==> src/rtl/core/pldi_pkg.sv <==
// Package for the piecewise-linear depth interpolator.
// Holds the field widths, the table entry type and the result and command codes.
// It depends on nothing else.
package pldi_pkg;

  localparam int POS_W   = 16;  // sensor and channel position
  localparam int DEP_W   = 16;  // signed Q8.8 depth
  localparam int SIDX_W  = 4;   // sensor_index field
  localparam int CFG_W   = 5;   // sensor_count register
  localparam int FRAC_W  = 16;  // Q0.16 fraction
  localparam int QUOT_W  = FRAC_W + 1;  // fraction reaches 1.0
  localparam int EDGE_W  = 2;

  // input tdata layout, lowest bits first
  localparam int IN_DATA_W  = 56;
  localparam int OUT_DATA_W = 16;

  localparam logic CMD_LOAD  = 1'b0;
  localparam logic CMD_QUERY = 1'b1;

  localparam logic [EDGE_W-1:0] EDGE_INTERP = 2'd0;
  localparam logic [EDGE_W-1:0] EDGE_FIRST  = 2'd1;
  localparam logic [EDGE_W-1:0] EDGE_LAST   = 2'd2;

  typedef struct packed {
    logic [POS_W-1:0]        pos;
    logic signed [DEP_W-1:0] dep;
  } entry_t;

  // divider handshake toward the sequencer
  typedef struct packed {
    logic busy;
    logic done;
  } div_stat_t;

endpackage

==> src/rtl/core/piecewise_linear_depth_interp.sv <==
// Piecewise-linear depth interpolator, top level.
// Instantiates pldi_table and pldi_div; types and codes from pldi_pkg.
//
// Usage:
//   Input stream (in_*): in_tuser carries the command, 0 = load one table
//   entry, 1 = query one channel position. A load beat writes sensor position
//   and depth into the addressed entry and gives no result; an index at or
//   above MAX_SENSORS is dropped. A query beat gives exactly one result beat.
//   Output stream (out_*): out_tdata is the depth (signed Q8.8), out_tuser
//   carries the edge code (interpolated, held first, held last) and a flag
//   set when a sensor depth that was used is negative.
//   Config: cfg_wr_en writes sensor_count (0 acts as 1, above MAX_SENSORS
//   acts as MAX_SENSORS). Write it only while the block is idle.
//   Sequence: a load is written on accept. A query walks the table one entry per
//   cycle through the single memory read port, then classifies, then for the
//   interpolated case runs the 16-step serial divider, one multiply and one
//   add; a held depth skips those three. One item is worked on at a time.
//   Stall: the result sits in an output register; the block keeps accepting
//   loads and the next query while it waits, and holds a finished query in
//   its last step until the register frees up.
//   Reset: sensor_count returns to 1, both streams go idle. Table contents
//   are undefined until loaded.
module piecewise_linear_depth_interp
  import pldi_pkg::*;
#(
  parameter int MAX_SENSORS = 16
) (
  input  logic                  clk,
  input  logic                  rst_n,
  // config
  input  logic                  cfg_wr_en,
  input  logic [CFG_W-1:0]      cfg_wr_data,    // sensor_count
  // input stream
  input  logic                  in_tvalid,
  output logic                  in_tready,
  // [3:0] sensor_index, [19:4] sensor_position, [35:20] sensor_depth,
  // [51:36] channel_position, [55:52] zero
  input  logic [IN_DATA_W-1:0]  in_tdata,
  input  logic                  in_tuser,       // [0] cmd
  // output stream
  output logic                  out_tvalid,
  input  logic                  out_tready,
  output logic [OUT_DATA_W-1:0] out_tdata,      // [15:0] channel_depth
  output logic [2:0]            out_tuser       // [1:0] edge_res, [2] depth_negative
);

  localparam int IDX_W = $clog2(MAX_SENSORS);
  localparam int CNT_W = $clog2(MAX_SENSORS + 1);

  localparam logic [2:0] S_IDLE  = 3'd0;
  localparam logic [2:0] S_SCAN  = 3'd1;
  localparam logic [2:0] S_CLASS = 3'd2;
  localparam logic [2:0] S_DIV   = 3'd3;
  localparam logic [2:0] S_MUL   = 3'd4;
  localparam logic [2:0] S_ADD   = 3'd5;
  localparam logic [2:0] S_DONE  = 3'd6;

  // unpack the input beat
  logic [SIDX_W-1:0]       f_idx;
  logic [POS_W-1:0]        f_spos;
  logic signed [DEP_W-1:0] f_sdep;
  logic [POS_W-1:0]        f_cpos;

  assign f_idx  = in_tdata[3:0];
  assign f_spos = in_tdata[19:4];
  assign f_sdep = in_tdata[35:20];
  assign f_cpos = in_tdata[51:36];

  logic [2:0]              state_r, state_nxt;
  logic [CFG_W-1:0]        count_r;
  logic [CNT_W-1:0]        n_r;
  logic [CNT_W-1:0]        n_use;
  logic [CNT_W-1:0]        n_m1;
  logic [CNT_W-1:0]        k_r;
  logic [CNT_W-1:0]        dk_r;
  logic                    dv_r;
  logic                    take_nxt_r;
  logic [POS_W-1:0]        c_r;
  logic [POS_W-1:0]        first_pos_r, last_pos_r, a_r, b_r;
  logic signed [DEP_W-1:0] first_dep_r, last_dep_r, d0_r, d1_r;
  logic [QUOT_W-1:0]       t_r;
  logic signed [DEP_W+QUOT_W+1:0] prod_r;
  logic signed [DEP_W-1:0] res_r;
  logic [EDGE_W-1:0]       edge_r;
  logic                    neg_r;
  logic                    out_tvalid_r;
  logic signed [DEP_W-1:0] out_depth_r;
  logic [EDGE_W-1:0]       out_edge_r;
  logic                    out_neg_r;

  logic                    in_fire;
  logic                    is_query;
  logic                    out_free;
  logic                    scan_last;
  logic                    issue;
  logic                    hold_first, hold_last;

  logic                    tbl_wr_en;
  logic [IDX_W-1:0]        tbl_rd_addr;
  entry_t                  tbl_wr_data;
  entry_t                  tbl_rd_data;

  logic                    div_start;
  div_stat_t               div_stat;
  logic [QUOT_W-1:0]       div_quot;

  logic signed [DEP_W:0]   diff;

  assign in_tready = (state_r == S_IDLE);
  assign in_fire   = in_tvalid && in_tready;
  assign is_query  = (in_tuser == CMD_QUERY);
  assign out_free  = !out_tvalid_r || out_tready;

  // clamp sensor_count to the usable range
  always_comb begin
    if (count_r == '0) begin
      n_use = CNT_W'(1);
    end else if (32'(count_r) > 32'(MAX_SENSORS)) begin
      n_use = CNT_W'(MAX_SENSORS);
    end else begin
      n_use = CNT_W'(count_r);
    end
  end

  assign n_m1      = n_r - 1'b1;
  assign scan_last = dv_r && (dk_r == n_m1);
  assign issue     = (state_r == S_SCAN) && (k_r < n_r);

  // table ports: loads write on accept, reads walk the entries in order
  assign tbl_wr_en       = in_fire && !is_query && (32'(f_idx) < 32'(MAX_SENSORS));
  assign tbl_wr_data.pos = f_spos;
  assign tbl_wr_data.dep = f_sdep;
  assign tbl_rd_addr     = issue ? IDX_W'(k_r) : '0;

  pldi_table #(
    .DEPTH (MAX_SENSORS),
    .IDX_W (IDX_W)
  ) u_table (
    .clk     (clk),
    .wr_en   (tbl_wr_en),
    .wr_addr (IDX_W'(f_idx)),
    .wr_data (tbl_wr_data),
    .rd_addr (tbl_rd_addr),
    .rd_data (tbl_rd_data)
  );

  assign hold_first = (c_r <= first_pos_r);
  assign hold_last  = (c_r >= last_pos_r);
  assign div_start  = (state_r == S_CLASS) && !hold_first && !hold_last;

  pldi_div u_div (
    .clk   (clk),
    .rst_n (rst_n),
    .start (div_start),
    .num   (c_r - a_r),
    .den   (b_r - a_r),
    .stat  (div_stat),
    .quot  (div_quot)
  );

  always_comb begin
    state_nxt = state_r;
    case (state_r)
      S_IDLE:  if (in_fire && is_query) state_nxt = S_SCAN;
      S_SCAN:  if (scan_last) state_nxt = S_CLASS;
      S_CLASS: state_nxt = div_start ? S_DIV : S_DONE;
      S_DIV:   if (div_stat.done) state_nxt = S_MUL;
      S_MUL:   state_nxt = S_ADD;
      S_ADD:   state_nxt = S_DONE;
      S_DONE:  if (out_free) state_nxt = S_IDLE;
      default: state_nxt = S_IDLE;
    endcase
  end

  // control state
  always_ff @(posedge clk) begin
    if (!rst_n) begin
      state_r      <= S_IDLE;
      count_r      <= CFG_W'(1);
      dv_r         <= 1'b0;
      out_tvalid_r <= 1'b0;
    end else begin
      state_r <= state_nxt;
      if (cfg_wr_en) begin
        count_r <= cfg_wr_data;
      end
      // entry 0 is read at the accept edge, later entries while scanning
      dv_r <= (in_fire && is_query) || issue;
      if (state_r == S_DONE && out_free) begin
        out_tvalid_r <= 1'b1;
      end else if (out_tready) begin
        out_tvalid_r <= 1'b0;
      end
    end
  end

  assign diff = {d1_r[DEP_W-1], d1_r} - {d0_r[DEP_W-1], d0_r};

  // datapath
  always_ff @(posedge clk) begin
    if (in_fire && is_query) begin
      c_r        <= f_cpos;
      n_r        <= n_use;
      k_r        <= CNT_W'(1);
      dk_r       <= '0;
      take_nxt_r <= 1'b0;
    end else begin
      if (issue) begin
        k_r <= k_r + 1'b1;
      end
      dk_r <= k_r;
    end

    if (dv_r && state_r == S_SCAN) begin
      if (dk_r == '0) begin
        first_pos_r <= tbl_rd_data.pos;
        first_dep_r <= tbl_rd_data.dep;
      end
      if (scan_last) begin
        last_pos_r <= tbl_rd_data.pos;
        last_dep_r <= tbl_rd_data.dep;
      end
      // the entry after a hit is the upper end of the segment
      if (take_nxt_r) begin
        b_r  <= tbl_rd_data.pos;
        d1_r <= tbl_rd_data.dep;
      end
      take_nxt_r <= !scan_last && (c_r > tbl_rd_data.pos);
      if (!scan_last && (c_r > tbl_rd_data.pos)) begin
        a_r  <= tbl_rd_data.pos;
        d0_r <= tbl_rd_data.dep;
      end
    end

    case (state_r)
      S_CLASS: begin
        if (hold_first) begin
          res_r  <= first_dep_r;
          edge_r <= EDGE_FIRST;
          neg_r  <= first_dep_r[DEP_W-1];
        end else if (hold_last) begin
          res_r  <= last_dep_r;
          edge_r <= EDGE_LAST;
          neg_r  <= last_dep_r[DEP_W-1];
        end else begin
          edge_r <= EDGE_INTERP;
          neg_r  <= d0_r[DEP_W-1] || d1_r[DEP_W-1];
        end
      end
      S_DIV: begin
        if (div_stat.done) begin
          t_r <= div_quot;
        end
      end
      S_MUL: begin
        prod_r <= diff * $signed({1'b0, t_r});
      end
      S_ADD: begin
        // result stays between both depths, so the low bits are exact
        res_r <= d0_r + $signed(prod_r[FRAC_W+DEP_W-1:FRAC_W]);
      end
      S_DONE: begin
        if (out_free) begin
          out_depth_r <= res_r;
          out_edge_r  <= edge_r;
          out_neg_r   <= neg_r;
        end
      end
      default: begin
      end
    endcase
  end

  assign out_tvalid = out_tvalid_r;
  assign out_tdata  = out_depth_r;
  assign out_tuser  = {out_neg_r, out_edge_r};

  a_query_starts_scan: assert property (@(posedge clk) disable iff (!rst_n)
    in_fire && is_query |=> state_r == S_SCAN)
    else $error("query accepted but scan not started");

  a_load_stays_idle: assert property (@(posedge clk) disable iff (!rst_n)
    in_fire && !is_query |=> state_r == S_IDLE)
    else $error("load left the idle state");

  a_scan_in_range: assert property (@(posedge clk) disable iff (!rst_n)
    dv_r && state_r == S_SCAN |-> dk_r < n_r)
    else $error("scan read beyond sensor count");

  a_frac_range: assert property (@(posedge clk) disable iff (!rst_n)
    state_r == S_MUL |-> t_r != '0 && t_r <= QUOT_W'(1 << FRAC_W))
    else $error("interpolation fraction out of range");

  a_div_only_in_div: assert property (@(posedge clk) disable iff (!rst_n)
    div_stat.done |-> state_r == S_DIV)
    else $error("divider finished outside the divide step");

endmodule

==> src/rtl/core/pldi_table.sv <==
// Sensor table memory: one write port, one registered read port.
// Uses entry_t from pldi_pkg.
module pldi_table
  import pldi_pkg::*;
#(
  parameter int DEPTH = 16,
  parameter int IDX_W = 4
) (
  input  logic             clk,
  input  logic             wr_en,
  input  logic [IDX_W-1:0] wr_addr,
  input  entry_t           wr_data,
  input  logic [IDX_W-1:0] rd_addr,
  output entry_t           rd_data
);

  entry_t mem [DEPTH];
  entry_t rd_data_r;

  always_ff @(posedge clk) begin
    if (wr_en) begin
      mem[wr_addr] <= wr_data;
    end
  end

  always_ff @(posedge clk) begin
    rd_data_r <= mem[rd_addr];
  end

  assign rd_data = rd_data_r;

endmodule

==> src/rtl/core/pldi_div.sv <==
// Restoring bit-serial divider for the Q0.16 interpolation fraction.
// Computes floor(num * 2^16 / den) for 0 < num <= den; uses pldi_pkg.
module pldi_div
  import pldi_pkg::*;
(
  input  logic              clk,
  input  logic              rst_n,
  input  logic              start,
  input  logic [POS_W-1:0]  num,
  input  logic [POS_W-1:0]  den,
  output div_stat_t         stat,
  output logic [QUOT_W-1:0] quot
);

  localparam int CNT_W = $clog2(FRAC_W + 1);

  logic [POS_W:0]    rem_r;
  logic [POS_W-1:0]  den_r;
  logic [QUOT_W-1:0] q_r;
  logic [CNT_W-1:0]  cnt_r;
  logic              busy_r;
  logic              done_r;
  logic [POS_W:0]    rem_sh;
  logic              take;
  logic              first_bit;

  // remainder stays below den, so its top bit is clear before the shift
  assign rem_sh    = {rem_r[POS_W-1:0], 1'b0};
  assign take      = rem_sh >= {1'b0, den_r};
  assign first_bit = num >= den;

  always_ff @(posedge clk) begin
    if (!rst_n) begin
      busy_r <= 1'b0;
      done_r <= 1'b0;
      cnt_r  <= '0;
    end else begin
      done_r <= 1'b0;
      if (start) begin
        busy_r <= 1'b1;
        cnt_r  <= CNT_W'(FRAC_W);
      end else if (busy_r) begin
        cnt_r <= cnt_r - 1'b1;
        if (cnt_r == CNT_W'(1)) begin
          busy_r <= 1'b0;
          done_r <= 1'b1;
        end
      end
    end
  end

  always_ff @(posedge clk) begin
    if (start) begin
      den_r <= den;
      q_r   <= QUOT_W'(first_bit);
      rem_r <= first_bit ? {1'b0, num - den} : {1'b0, num};
    end else if (busy_r) begin
      q_r   <= {q_r[QUOT_W-2:0], take};
      rem_r <= take ? rem_sh - {1'b0, den_r} : rem_sh;
    end
  end

  assign stat.busy = busy_r;
  assign stat.done = done_r;
  assign quot      = q_r;

endmodule

==> config.mk <==
export PLATFORM = sky130hd
export DESIGN_NAME = piecewise_linear_depth_interp
export DESIGN_NICKNAME = d
export VERILOG_FILES = /design/src/rtl/core/pldi_pkg.sv /design/src/rtl/core/piecewise_linear_depth_interp.sv /design/src/rtl/core/pldi_table.sv /design/src/rtl/core/pldi_div.sv
export SDC_FILE = /design/constraint.sdc
export NUM_CORES = 2
export LEC_CHECK = 0
export ABC_AREA = 1
export ABC_CLOCK_PERIOD_IN_PS = 8000
export BUFFER_PORTS_ARGS = -buffer_cell sky130_fd_sc_hd__buf_2
export CORE_MARGIN = 2
export CORE_UTILIZATION = 60
export CTS_CLUSTER_DIAMETER = 100
export CTS_CLUSTER_SIZE = 20
export DETAILED_ROUTE_END_ITERATION = 8
export GPL_TIMING_DRIVEN = 1
export PLACE_DENSITY = 0.85
export SYNTH_ARGS = -nofsm -noshare
export SYNTH_HDL_FRONTEND = slang
export SYNTH_HIERARCHICAL = 1
export SYNTH_SLANG_ARGS = --single-unit
export TNS_END_PERCENT = 10
==> constraint.sdc <==
create_clock -name clk -period 8 [get_ports clk]
set_input_delay 1.2 -clock clk [delete_from_list [all_inputs] [get_ports clk]]
set_output_delay 1.2 -clock clk [all_outputs]
set_load 0.005 [all_outputs]
## After elaboration in Yosys (flattened, before gate mapping)

Memory sizes are Yosys's and may differ from the RTL's. A register that Yosys moved wholly into a read port is not among the register bits.
Index checks and enable logic that the tools add are counted.
Widths: inputs -> output; s select.

- Add/subtract/negate cells: 9
- Multiply operators: 1
- Magnitude comparators: 7
- Eq/ne operators: 13
- Muxes and demuxes: 32
- Bitwise operators: 2
- Reductions and logical operators: 36

Operator list:

| kind | number |
|---|---|
| $mux 16 | 6 |
| $sub 16x16->16 | 4 |
| $ge 16x16->1 | 2 |
| $mul 17x18->32 | 1 |
| $pmux 16 s2 | 1 |
| $pmux 3 s7 | 1 |
| $ge 17x16->1 | 1 |
| $sub 16x16->17 | 1 |
| $add 16x16->16 | 1 |
| $gt 16x16->1 | 1 |
| $le 16x16->1 | 1 |
| $mux 3 | 5 |
| $mux 5 | 3 |
| $mux 1 | 14 |
| $reduce_and 2->1 | 7 |
| $logic_and 1x1->1 | 10 |
| $logic_not 5->1 | 2 |
| $sub 5x1->5 const B | 2 |
| $eq 3x3->1 const B | 3 |
| $reduce_bool 2->1 | 4 |
| $eq 3x2->1 const B | 2 |
| $add 5x1->5 const B | 1 |
| $eq 5x1->1 const B | 1 |
| $eq 5x5->1 | 1 |
| 15 further kinds | 25 |

- Register bits after elaboration: 313
- Bits in writable memories: 512
- Input port bits: 67
- Memories: 1

Memories:

| name | depth | bits a word | read ports | clocked after memory_dff | wr ports | line | source |
|---|---|---|---|---|---|---|---|
| u_table.mem | 16 | 32 | 1 | 1 | 1 | pldi_table.sv:17 | `entry_t mem [DEPTH];` |

## Longest topological paths before layout

- Depth in word-level cells: 6
- Depth in mapped cells: 37
- Mapped depth without buffers: 37

## Hierarchy

Netlist, hierarchy kept.

Modules (own cells, without submodules):

| module | times used | cells each | area each (µm²) | seq. area each (µm²) |
|---|---|---|---|---|
| pldi_table | 1 | 2120 | 22730.6 | 16015.4 |
| piecewise_linear_depth_interp | 1 | 2404 | 21898.5 | 7036.7 |
| pldi_div | 1 | 737 | 4778.3 | 1451.4 |

## Worst setup path after synthesis

Ideal clock, no wire load.

- Kind: register to register
- Start: register d0_r[0]
- End: register prod_r[28], data pin
- Arrival: 6558 ps
- Data required time: 7748 ps
- Slack: 1190 ps
- Cell stages (with the launch flop): 33
- Buffers on the path: 1
- Period minus slack after synthesis: 6810 ps
- Cells stage by stage: edfxtp_1 ha_1 fa_1 inv_1 nand2_1 nand2_1 nand2_1 o21bai_1 or2_2 nand2_1 inv_1 clkbuf_1 nand2_1 fa_1 inv_1 fa_1 inv_1 fa_1 inv_1 fa_1 fa_1 inv_1 fa_1 inv_1 ha_1 a21oi_1 inv_1 a21oi_1 nand2_1 a221oi_1 nand2_1 nand2_1 nand2_1

- Word-level cells in the longest chain between the ends: 2

Ends and longest elaborated chain:

| what | line | source |
|---|---|---|
| start, declared | piecewise_linear_depth_interp.sv:80 | `logic signed [DEP_W-1:0] first_dep_r, last_dep_r, d0_r, d1_r;` |
| start signal, assigned | piecewise_linear_depth_interp.sv:231 | `d0_r <= tbl_rd_data.dep;` |
| $sub 16x16->17 | piecewise_linear_depth_interp.sv:197 | `assign diff = {d1_r[DEP_W-1], d1_r} - {d0_r[DEP_W-1], d0_r};` |
| $mul 17x18->32 | piecewise_linear_depth_interp.sv:256 | `prod_r <= diff * $signed({1'b0, t_r});` |
| end signal, assigned | piecewise_linear_depth_interp.sv:256 |  |
| end, declared | piecewise_linear_depth_interp.sv:82 | `logic signed [DEP_W+QUOT_W+1:0] prod_r;` |

No other way between the ends.
A chain may end at the register's enable or synchronous reset.

## Worst setup path after layout

- Start: register d0_r[0]
- End: register prod_r[31], data pin

Same word-level chain as after synthesis.

==> impl_metrics.ini <==
[status]
status = complete, no violations

[global_routing]
grt_pass1_wl_um = 182000
grt_max_degree = 257
grt.overflow.total = 0
grt_usage_pct = 27.3
grt_pass1_vias = 34600
antenna_found_initial = 7

[clock_network]
cts_max_level = 2
clock_path_buffers = 3
cts_tree = yes
cts_setup_buffers = 0
clk_latency_ns = 0.65
cts-hold-fix-buffers = 0
clkTransAtPathRegs_ns = 0.08
numCtsBuffers = 49
cts_root_buffer = clkbuf_16
cts_sinks = 841

[drt]
viasPerCell = 5.54
routed_wl_um = 115000
dr.pass1.iters = 7
drc_errors = 0
ant_nets = 0
wl_per_cell_um = 18.1
dr_total_vias = 35300
drt_iter0_drc = 3496

[setup_path]
start_kind = register
crit_path_end = prod_r[31]
slowest_delay_ns = 0.56
cp_common_cell = fa_1
rrSetupSlack_ns = 0.38
reg2reg_depth = 33
critPathLaunch = d0_r[0]
reg2reg_to = prod_r[31]
worstSetupEndpointType = register
cp_max_fo = 10
cpMaxStageDelayCell = fa_1
required_ns = 8.39
reg2reg_from = d0_r[0]
worstPathArrival_ns = 8.01
crit_type = register to register

[timing]
tns_ns = 0
drv_slew = 0
hold_violations = 0
max_freq_mhz = 131
fin_crit_sh_pct = 95.3
slew_headroom_pct = 16.2
finalSetupViolations = 0
min_period_ns = 7.62
finClkSkew_ns = 0.0418
rsz0062_at_grt = no
worstMarginPinSlew_ns = 1.26
timing.final.ws_setup_ns = 0.375

[floorplan]
core_area_um2 = 81800
ios = 88
dieWidth_um = 291
start_util_pct = 60.4
rows = 105
dieArea_um2 = 84600
die_h_um = 291

[placed_design]
placed_area_um2 = 50700
routabilityCongestion = 0.971
port_buffers = 83
dp_slack_ns = 0.440
dp.cells = 6291
dp_hpwl_um = 77300

[final_layout]
nFillCells = 6151
drive_gt1_share_pct = 5.05
finalNetCount = 5826
multi_input_area_um2 = 20100
fin_cells = 6378
syn2layout_area_growth_pct = 5.66
design_area_um2 = 52200
regArea_um2 = 24500

[run]
max_cap_violations = 0

[synthesis]
yosys_warnings = 6
synthCells = 5260
avgSynthCellArea_um2 = 9.39
synthesis.nets = 5814
syn-cell-area_um2 = 49400

[pwr]
power_leakage_nw = 24.1
total_power_mw = 18.3
ir_drop_v = 0.000656
p_per_area_nw_per_um2 = 350

[worst_hold_path]
worstHoldPathType = register to register
layout by cell type (no fill, tap or decap), types with 7 or more instances in the layout:
| master | instances |
|---|---|
| a21oi_1 | 142 |
| buf_2 | 83 |
| buf_4 | 41 |
| clkbuf_1 | 25 |
| clkbuf_16 | 49 |
| dfxtp_1 | 75 |
| edfxtp_1 | 766 |
| fa_1 | 229 |
| ha_1 | 258 |
| inv_1 | 1057 |
| nand2_1 | 1339 |
| nand2_2 | 15 |
| nand3_1 | 554 |
| nand3b_1 | 25 |
| nand4_1 | 12 |
| nor2_1 | 291 |
| nor2_2 | 13 |
| nor2_4 | 24 |
| nor3_1 | 21 |
| o21ai_0 | 95 |
| o21bai_1 | 12 |
| o22ai_1 | 7 |
| or2_2 | 7 |
| xnor2_1 | 33 |
| xor2_1 | 39 |
sequential cells by signal (all words and copies together), names as in the netlist, 17 cells and up:
register         flops
u_div/quot          17
t_r                 17
u_table/rd_data     32
u_table/mem        512
per-layer routing:
layer | track usage (%) | up-vias | share of wire (%)
li1 | - | 16700 | -
met1 | 36.4 | 16700 | 39
met2 | 45.9 | 1674 | 48
met3 | 4.29 | 284 | 9.4
met4 | 9.44 | 4 | 3.5
met5 | 0 | - | 0.025
worst max-delay path: cells and delay by family, from the launching register on:
kind	cells	cell delay, ns
adders and majority gates	9	4.16
and+or+nand+nor	14	1.77
AOI/OAI and AO/OA	4	0.68
DFF	1	0.41
buffers and inverters	6	0.36
power breakdown:
part           total [mW]  internal (mW)  leakage [nW]  switching [mW]
Clock                2.60           1.21         0.712            1.38
Sequential           5.70           5.46          7.53           0.238
Combinational        9.96           3.27          15.8            6.69
Total                18.3           9.95          24.1            8.31
per-stage QoR:
| step | hold slack (ns) | util (%) |
|---|---|---|
| after floorplan | 0.400 | - |
| after global placement | 0.403 | 61.9 |
| after detailed placement | 0.409 | 61.9 |
| after CTS | 0.427 | 63.8 |
| after global routing | 0.431 | 63.8 |
| final | 0.424 | 63.8 |
worst min-delay path by stage:
stage | from | end | slack, ns | cells past startpoint
2_1_floorplan | edge_r[0] | out_edge_r[0] | 0.40 | 0
3_3_place_gp | res_r[3] | out_tdata[3] | 0.40 | 0
3_5_place_dp | res_r[12] | out_tdata[12] | 0.41 | 0
4_1_cts | res_r[12] | out_tdata[12] | 0.43 | 0
5_1_grt | res_r[10] | out_tdata[10] | 0.43 | 0
6_report | res_r[10] | out_tdata[10] | 0.42 | 0
cell type report:
class	count	share of cell area [%]
Clock inverter	7	0.302
Sequential cell	841	46.9
Inverter	1071	7.72
Antenna cell	4	0.0192
Multi-Input combinational cell	3183	38.4
Tap cell	1070	2.56
Clock buffer	76	2.57
Timing Repair Buffer	126	1.46
what timing repair did:
item | in CTS | in global routing
endpoints found under the hold margin | 0 | 0
gates resized for setup | 0 | 1
setup endpoints to repair | 0 | 1
No activity file was read; power rests on OpenSTA's default activity.
